**src/hdl/spq_pkg.sv**
```systemverilog
// Shared types and constants of the stable priority queue.
package spq_pkg;

   localparam int DEPTH_DEFAULT = 16;
   localparam int DATA_W        = 32;
   localparam int PRIO_W        = 8;
   localparam int STATUS_W      = 2;
   localparam int OCC_W         = 5;

   typedef enum logic {
      OP_ENQUEUE = 1'b0,
      OP_DEQUEUE = 1'b1
   } op_type;

   typedef enum logic [STATUS_W-1:0] {
      ST_OK    = 2'd0,
      ST_EMPTY = 2'd1,
      ST_FULL  = 2'd2
   } status_type;

   typedef struct packed {
      logic signed [DATA_W-1:0] data;
      logic [PRIO_W-1:0]        prio;
   } entry_type;

   // Command broadcast from the control to every cell.
   typedef struct packed {
      logic      enq;
      logic      deq;
      entry_type entry;
   } cmd_type;

endpackage

```
**src/hdl/spq_channels.sv**
```systemverilog
// Valid/ready channel interfaces for request and response items.
interface spq_req_if;
   import spq_pkg::*;

   logic                     valid;
   logic                     ready;
   logic                     op;
   logic signed [DATA_W-1:0] in_data;
   logic [PRIO_W-1:0]        in_priority;

   modport source (output valid, output op, output in_data, output in_priority,
                   input ready);
   modport sink   (input valid, input op, input in_data, input in_priority,
                   output ready);
endinterface

interface spq_rsp_if;
   import spq_pkg::*;

   logic                     valid;
   logic                     ready;
   logic signed [DATA_W-1:0] out_data;
   logic [PRIO_W-1:0]        out_priority;
   logic [STATUS_W-1:0]      status;
   logic [OCC_W-1:0]         occupancy;

   modport source (output valid, output out_data, output out_priority,
                   output status, output occupancy, input ready);
   modport sink   (input valid, input out_data, input out_priority,
                   input status, input occupancy, output ready);
endinterface

```
**src/hdl/spq_cell.sv**
```systemverilog
// One slot of the sorted shift array with its insert decision.
module spq_cell #(
   parameter int INDEX = 0,
   parameter int CNT_W = 5
) (
   input  logic               clock,
   input  spq_pkg::cmd_type   cmd,
   input  logic [CNT_W-1:0]   count,
   input  logic               left_ins,
   input  spq_pkg::entry_type left_entry,
   input  spq_pkg::entry_type right_entry,
   output logic               ins,
   output spq_pkg::entry_type entry
);
   import spq_pkg::*;

   localparam logic [CNT_W-1:0] IDX = CNT_W'(INDEX);

   entry_type entry_ff;
   entry_type entry_in;

   // The array is sorted, so the insert flags form a run from the insert
   // position up to the first free slot.
   assign ins = ((IDX < count) && (entry_ff.prio > cmd.entry.prio)) || (IDX == count);

   always_comb begin
      entry_in = entry_ff;
      if (cmd.enq && ins) begin
         entry_in = left_ins ? left_entry : cmd.entry;
      end else if (cmd.deq) begin
         entry_in = right_entry;
      end
   end

   always_ff @(posedge clock) begin
      entry_ff <= entry_in;
   end

   assign entry = entry_ff;
endmodule

```
**src/hdl/stable_priority_queue.sv**
```systemverilog
// Stable bounded priority queue: a chain of sorted slots, smallest priority out first.
// Each request item is an enqueue or a dequeue and yields one response item
// with status and the count held afterward. One item is taken per clock: every
// slot compares its priority with the incoming one in parallel and shifts
// toward its neighbor in the same cycle. The slots and the response register
// are loaded at the same edge, so the response item can be taken from the
// next cycle on. The response register frees while its item is taken, so the
// input stalls only in reset or while a response item waits. Equal priorities leave in
// arrival order; an enqueue on a full queue is dropped and flagged.
module stable_priority_queue #(
   parameter int DEPTH = spq_pkg::DEPTH_DEFAULT
) (
   input  logic  clock,
   input  logic  reset,
   spq_req_if.sink   req_bus,
   spq_rsp_if.source rsp_bus
);
   import spq_pkg::*;

   localparam int CNT_W = $clog2(DEPTH + 1);
   localparam logic [CNT_W-1:0] FULL_CNT = CNT_W'(DEPTH);

   logic [CNT_W-1:0]         count_ff, count_in;
   logic                     rsp_valid_ff;
   logic signed [DATA_W-1:0] out_data_ff, out_data_in;
   logic [PRIO_W-1:0]        out_prio_ff, out_prio_in;
   status_type               status_ff, status_in;
   logic [OCC_W-1:0]         occ_ff;

   logic      accept;
   logic      full;
   logic      empty;
   cmd_type   cmd;
   logic      ins   [DEPTH];
   entry_type slot  [DEPTH];

   assign req_bus.ready = !reset && (!rsp_valid_ff || rsp_bus.ready);
   assign accept        = req_bus.valid && req_bus.ready;
   assign full          = (count_ff == FULL_CNT);
   assign empty         = (count_ff == '0);

   always_comb begin
      cmd.enq        = accept && (req_bus.op == OP_ENQUEUE) && !full;
      cmd.deq        = accept && (req_bus.op == OP_DEQUEUE) && !empty;
      cmd.entry.data = req_bus.in_data;
      cmd.entry.prio = req_bus.in_priority;
   end

   for (genvar i = 0; i < DEPTH; i++) begin : g_cell
      logic      left_ins;
      entry_type left_entry;
      entry_type right_entry;

      if (i == 0) begin : g_first
         assign left_ins   = 1'b0;
         assign left_entry = cmd.entry;
      end else begin : g_mid
         assign left_ins   = ins[i-1];
         assign left_entry = slot[i-1];
      end

      if (i == DEPTH - 1) begin : g_last
         assign right_entry = slot[i];
      end else begin : g_inner
         assign right_entry = slot[i+1];
      end

      spq_cell #(
         .INDEX (i),
         .CNT_W (CNT_W)
      ) u_cell (
         .clock       (clock),
         .cmd         (cmd),
         .count       (count_ff),
         .left_ins    (left_ins),
         .left_entry  (left_entry),
         .right_entry (right_entry),
         .ins         (ins[i]),
         .entry       (slot[i])
      );
   end

   always_comb begin
      count_in    = count_ff;
      out_data_in = '0;
      out_prio_in = '0;
      status_in   = ST_OK;
      if (req_bus.op == OP_ENQUEUE) begin
         if (full) begin
            status_in = ST_FULL;
         end else begin
            count_in = count_ff + CNT_W'(1);
         end
      end else begin
         if (empty) begin
            status_in = ST_EMPTY;
         end else begin
            count_in    = count_ff - CNT_W'(1);
            out_data_in = slot[0].data;
            out_prio_in = slot[0].prio;
         end
      end
   end

   always_ff @(posedge clock) begin
      if (reset) begin
         count_ff     <= '0;
         rsp_valid_ff <= 1'b0;
      end else begin
         if (accept) begin
            count_ff <= count_in;
         end
         if (accept) begin
            rsp_valid_ff <= 1'b1;
         end else if (rsp_bus.ready) begin
            rsp_valid_ff <= 1'b0;
         end
      end
      if (accept) begin
         out_data_ff <= out_data_in;
         out_prio_ff <= out_prio_in;
         status_ff   <= status_in;
         occ_ff      <= OCC_W'(count_in);
      end
   end

   assign rsp_bus.valid        = rsp_valid_ff;
   assign rsp_bus.out_data     = out_data_ff;
   assign rsp_bus.out_priority = out_prio_ff;
   assign rsp_bus.status       = status_ff;
   assign rsp_bus.occupancy    = occ_ff;
endmodule

```
**src/flat_wrapper.sv**
```systemverilog
// flat-port wrapper written by rule: the top's interface ports become plain ports
module stable_priority_queue_flat import spq_pkg::*;
#(
   parameter int DEPTH = spq_pkg::DEPTH_DEFAULT
)
  (clock, reset, req_bus_valid, req_bus_op, req_bus_in_data, req_bus_in_priority, req_bus_ready, rsp_bus_valid, rsp_bus_out_data, rsp_bus_out_priority, rsp_bus_status, rsp_bus_occupancy, rsp_bus_ready);
  spq_req_if req_bus_i ();
  spq_rsp_if rsp_bus_i ();
  input  logic clock;
  input  logic reset;
  input wire logic [$bits(req_bus_i.valid)-1:0] req_bus_valid;
  input wire logic [$bits(req_bus_i.op)-1:0] req_bus_op;
  input wire logic [$bits(req_bus_i.in_data)-1:0] req_bus_in_data;
  input wire logic [$bits(req_bus_i.in_priority)-1:0] req_bus_in_priority;
  output wire logic [$bits(req_bus_i.ready)-1:0] req_bus_ready;
  output wire logic [$bits(rsp_bus_i.valid)-1:0] rsp_bus_valid;
  output wire logic [$bits(rsp_bus_i.out_data)-1:0] rsp_bus_out_data;
  output wire logic [$bits(rsp_bus_i.out_priority)-1:0] rsp_bus_out_priority;
  output wire logic [$bits(rsp_bus_i.status)-1:0] rsp_bus_status;
  output wire logic [$bits(rsp_bus_i.occupancy)-1:0] rsp_bus_occupancy;
  input wire logic [$bits(rsp_bus_i.ready)-1:0] rsp_bus_ready;
  assign req_bus_i.valid = req_bus_valid;
  assign req_bus_i.op = req_bus_op;
  assign req_bus_i.in_data = req_bus_in_data;
  assign req_bus_i.in_priority = req_bus_in_priority;
  assign req_bus_ready = req_bus_i.ready;
  assign rsp_bus_valid = rsp_bus_i.valid;
  assign rsp_bus_out_data = rsp_bus_i.out_data;
  assign rsp_bus_out_priority = rsp_bus_i.out_priority;
  assign rsp_bus_status = rsp_bus_i.status;
  assign rsp_bus_occupancy = rsp_bus_i.occupancy;
  assign rsp_bus_i.ready = rsp_bus_ready;
  stable_priority_queue #(.DEPTH(DEPTH)) u_core (.clock(clock), .reset(reset), .req_bus(req_bus_i), .rsp_bus(rsp_bus_i));
endmodule
```
**config.mk**
```make
export PLATFORM = sky130hd
export DESIGN_NAME = stable_priority_queue_flat
export DESIGN_NICKNAME = d
export VERILOG_FILES = /design/src/hdl/spq_pkg.sv /design/src/hdl/spq_channels.sv /design/src/hdl/spq_cell.sv /design/src/hdl/stable_priority_queue.sv /design/src/flat_wrapper.sv
export SDC_FILE = /design/constraint.sdc
export NUM_CORES = 2
export LEC_CHECK = 0
export BUFFER_PORTS_ARGS = -buffer_cell sky130_fd_sc_hd__buf_2
export CELL_PAD_IN_SITES_DETAIL_PLACEMENT = 0
export CELL_PAD_IN_SITES_GLOBAL_PLACEMENT = 1
export CORE_ASPECT_RATIO = 1.25
export CORE_MARGIN = 3
export CORE_UTILIZATION = 49
export CTS_BUF_LIST = sky130_fd_sc_hd__clkbuf_16
export DETAILED_ROUTE_END_ITERATION = 8
export PLACE_DENSITY = 0.87
export SKIP_CTS_REPAIR_TIMING = 1
export SYNTH_ARGS = -nofsm -noshare
export SYNTH_HDL_FRONTEND = slang
export SYNTH_HIERARCHICAL = 1
export SYNTH_SLANG_ARGS = --single-unit
```
**constraint.sdc**
```tcl
create_clock -name clock -period 6.95 [get_ports clock]
set_input_delay 0.695 -clock clock [delete_from_list [all_inputs] [get_ports clock]]
set_output_delay 0.695 -clock clock [all_outputs]
set_load 0.03 [all_outputs]
```
==> summary.txt <==
status = complete, no violations
final count of hold timing violations = 0
number of global-route vias before repair = 25100
pin count of the biggest net entering global routing = 57
clock latency of the later-clocked register in the worst-skew pair = 610 ps
Chip Height = 338 µm
path type of the worst setup path = register to register
aggregate global-route resource usage = 18.5%
via count = 24400
sort of element at the end of the critical path = register
TritonCTS clock tree = yes
critical path's largest stage delay = 850 ps
most common cell after layout, fill and taps aside = sky130_fd_sc_hd__edfxtp_1
crit-path leading delay family = simple AND/OR/NAND/NOR gates
RD Place Congestion = 0.797
fraction of layout instances using a drive strength above 1 = 42.7%
core area = 0.0872 mm²
number of warnings reported in the yosys synthesis log = 6
Num CTS Buffers = 73
highest-delay cell along the critical path = sky130_fd_sc_hd__or2_2
worst-path maximum fanout = 41
number of max-cap violations = 0
Crit Reg-Reg Endpoint = u_core/g_cell[2].u_cell/entry[23]
total half-perimeter wirelength after legalization and detailed placement = 62000 µm
mean post-synth cell area = 13.9 µm²
Antenna Nets Post-Route = 0
worst hold stages = 2
TNS Setup = 0 ps
final instance count without filler cells = 4362
total global routing overflow = 0
number of cells traversed by the worst register-to-register path = 9
data arrival time of the critical path = 4740 ps
maximum count of clock buffers along a single path = 3
Leakage = 17.8 nW
initial antenna violation count = 12
maximum clock frequency = 0.221 GHz
library cell appearing most often on the critical path = sky130_fd_sc_hd__buf_4
Bufs and invs on worst path = 3
cells traversed along the worst timing path = buf_4, inv_1, ha_1, nand4bb_1, nor3b_4, buf_4, o311a_1, o21a_4, or2_2
tightest slew margin relative to the limit = 12.8%
setup repair after global routing missed its margin = no
Clock Sinks = 693
worst hold path startpoint = reset
final WL = 85800 µm
DR vias/cell = 5.58
max-slew violation count = 0
total placed cells including tap cells = 4224
Worst Hold Path EP = u_core/count_ff[2]
Power Dens Cells = 212 mW/mm²
kind of launch point of the worst setup path = register
die width = 271 µm
worst setup skew after layout = 18.7 ps
filler cell count = 7144
class of the tightest hold or removal check = input pin to register
required time of the worst setup path = 7180 ps
Max VDD drop = 0.167 mV
detailed-router iteration count before antenna repair = 5
shortest clock period the worst path allows after layout = 4510 ps
Nets = 3306
number of placed I/O pins = 94
Cells after Synth = 3099
starting utilization of the core area = 49.5%
std cell rows = 121
DRC violation count after routing = 0
number of setup violations in the final report = 0
Die Outline Area = 0.0917 mm²
routed length per instance = 19.7 µm
IO Port Bufs = 93
wire length of the first global-routing pass = 139000 µm
transition time at the pin with the least slew margin = 1300 ps
Mapped Area = 0.0432 mm²
CTS H-Tree Depth = 3
area overhead of the layout relative to synthesis = 7.90%
Worst R2R Start = u_core/count_ff[1]
cell at the root of the clock tree = sky130_fd_sc_hd__clkbuf_16
iteration-0 DRC count of the detailed router = 1651
most used cells in the layout excluding fill and tap cells = 687 x sky130_fd_sc_hd__edfxtp_1, 686 x sky130_fd_sc_hd__mux2_2, 319 x sky130_fd_sc_hd__mux2_4
clk slew on worst S/H paths = 60 ps
FF-to-FF setup slack = 2440 ps
share of the cycle needed by the critical path after routing = 65.0%
==> worst max path at each step <==
stage / from / to / cells after the start
after floorplan: u_core/count_ff[1] / u_core/g_cell[0].u_cell/entry[0] / 9
after global placement: u_core/count_ff[1] / u_core/g_cell[2].u_cell/entry[24] / 9
after detailed placement: u_core/count_ff[1] / u_core/g_cell[2].u_cell/entry[22] / 9
after CTS: u_core/count_ff[1] / u_core/g_cell[2].u_cell/entry[4] / 9
after global routing: u_core/count_ff[1] / u_core/g_cell[2].u_cell/entry[30] / 9
final: u_core/count_ff[1] / u_core/g_cell[2].u_cell/entry[23] / 9
==> cell type report <==
type | instances | area, µm² | share of cell area (%)
multi-input cells | 2042 | 20700 | 44.5
diodes | 7 | 17.5 | 0.0376
repair buffers | 131 | 751 | 1.61
inverters | 190 | 713 | 1.53
well taps | 1168 | 1460 | 3.14
clock buffers | 75 | 1880 | 4.03
clock inverters | 56 | 295 | 0.634
flip-flops and latches | 693 | 20700 | 44.5
==> per-layer routing <==
metal | track usage [%] | up-vias | share of wire (%) | wire [µm]
li1 | - | 11900 | - | -
met4 | 5.48 | 8 | 2.1 | 1810
met5 | 0 | - | 0.065 | 56
met2 | 31.9 | 461 | 48 | 41200
met1 | 24.3 | 11900 | 46 | 39400
met3 | 2.59 | 127 | 3.9 | 3350
==> metrics by stage <==
step / area, µm² / util [%] / setup slack, ps / hold WS (ps) / power (mW)
after floorplan: 43200 / - / 1000 / 522 / 6.01
after global placement: 44400 / 50.9 / 2520 / 534 / 6.33
after detailed placement: 44400 / 50.9 / 2450 / 552 / 6.37
after CTS: 46600 / 53.4 / 2430 / 317 / 10.0
after global routing: 46600 / 53.4 / 2200 / 345 / 10.3
final: 46600 / 53.4 / 2440 / 360 / 9.89
==> sequential cells by signal (all words and copies together) (netlist names) <==
| signal | flops |
|---|---|
| u_core/rsp_bus.status | 2 |
| u_core/rsp_bus.valid | 1 |
| u_core/count_ff | 5 |
| u_core/rsp_bus.out_priority | 8 |
| u_core/rsp_bus.out_data | 32 |
| u_core/g_cell.u_cell/entry | 640 |
| u_core/rsp_bus.occupancy | 5 |
==> report_power, final <==
part	internal (mW)	leakage, nW	switching, mW
clock network	1.99	1.11	1.62
registers	4.78	6.30	0.0865
logic	0.626	10.3	0.789
(Power assumes the default switching activity.)
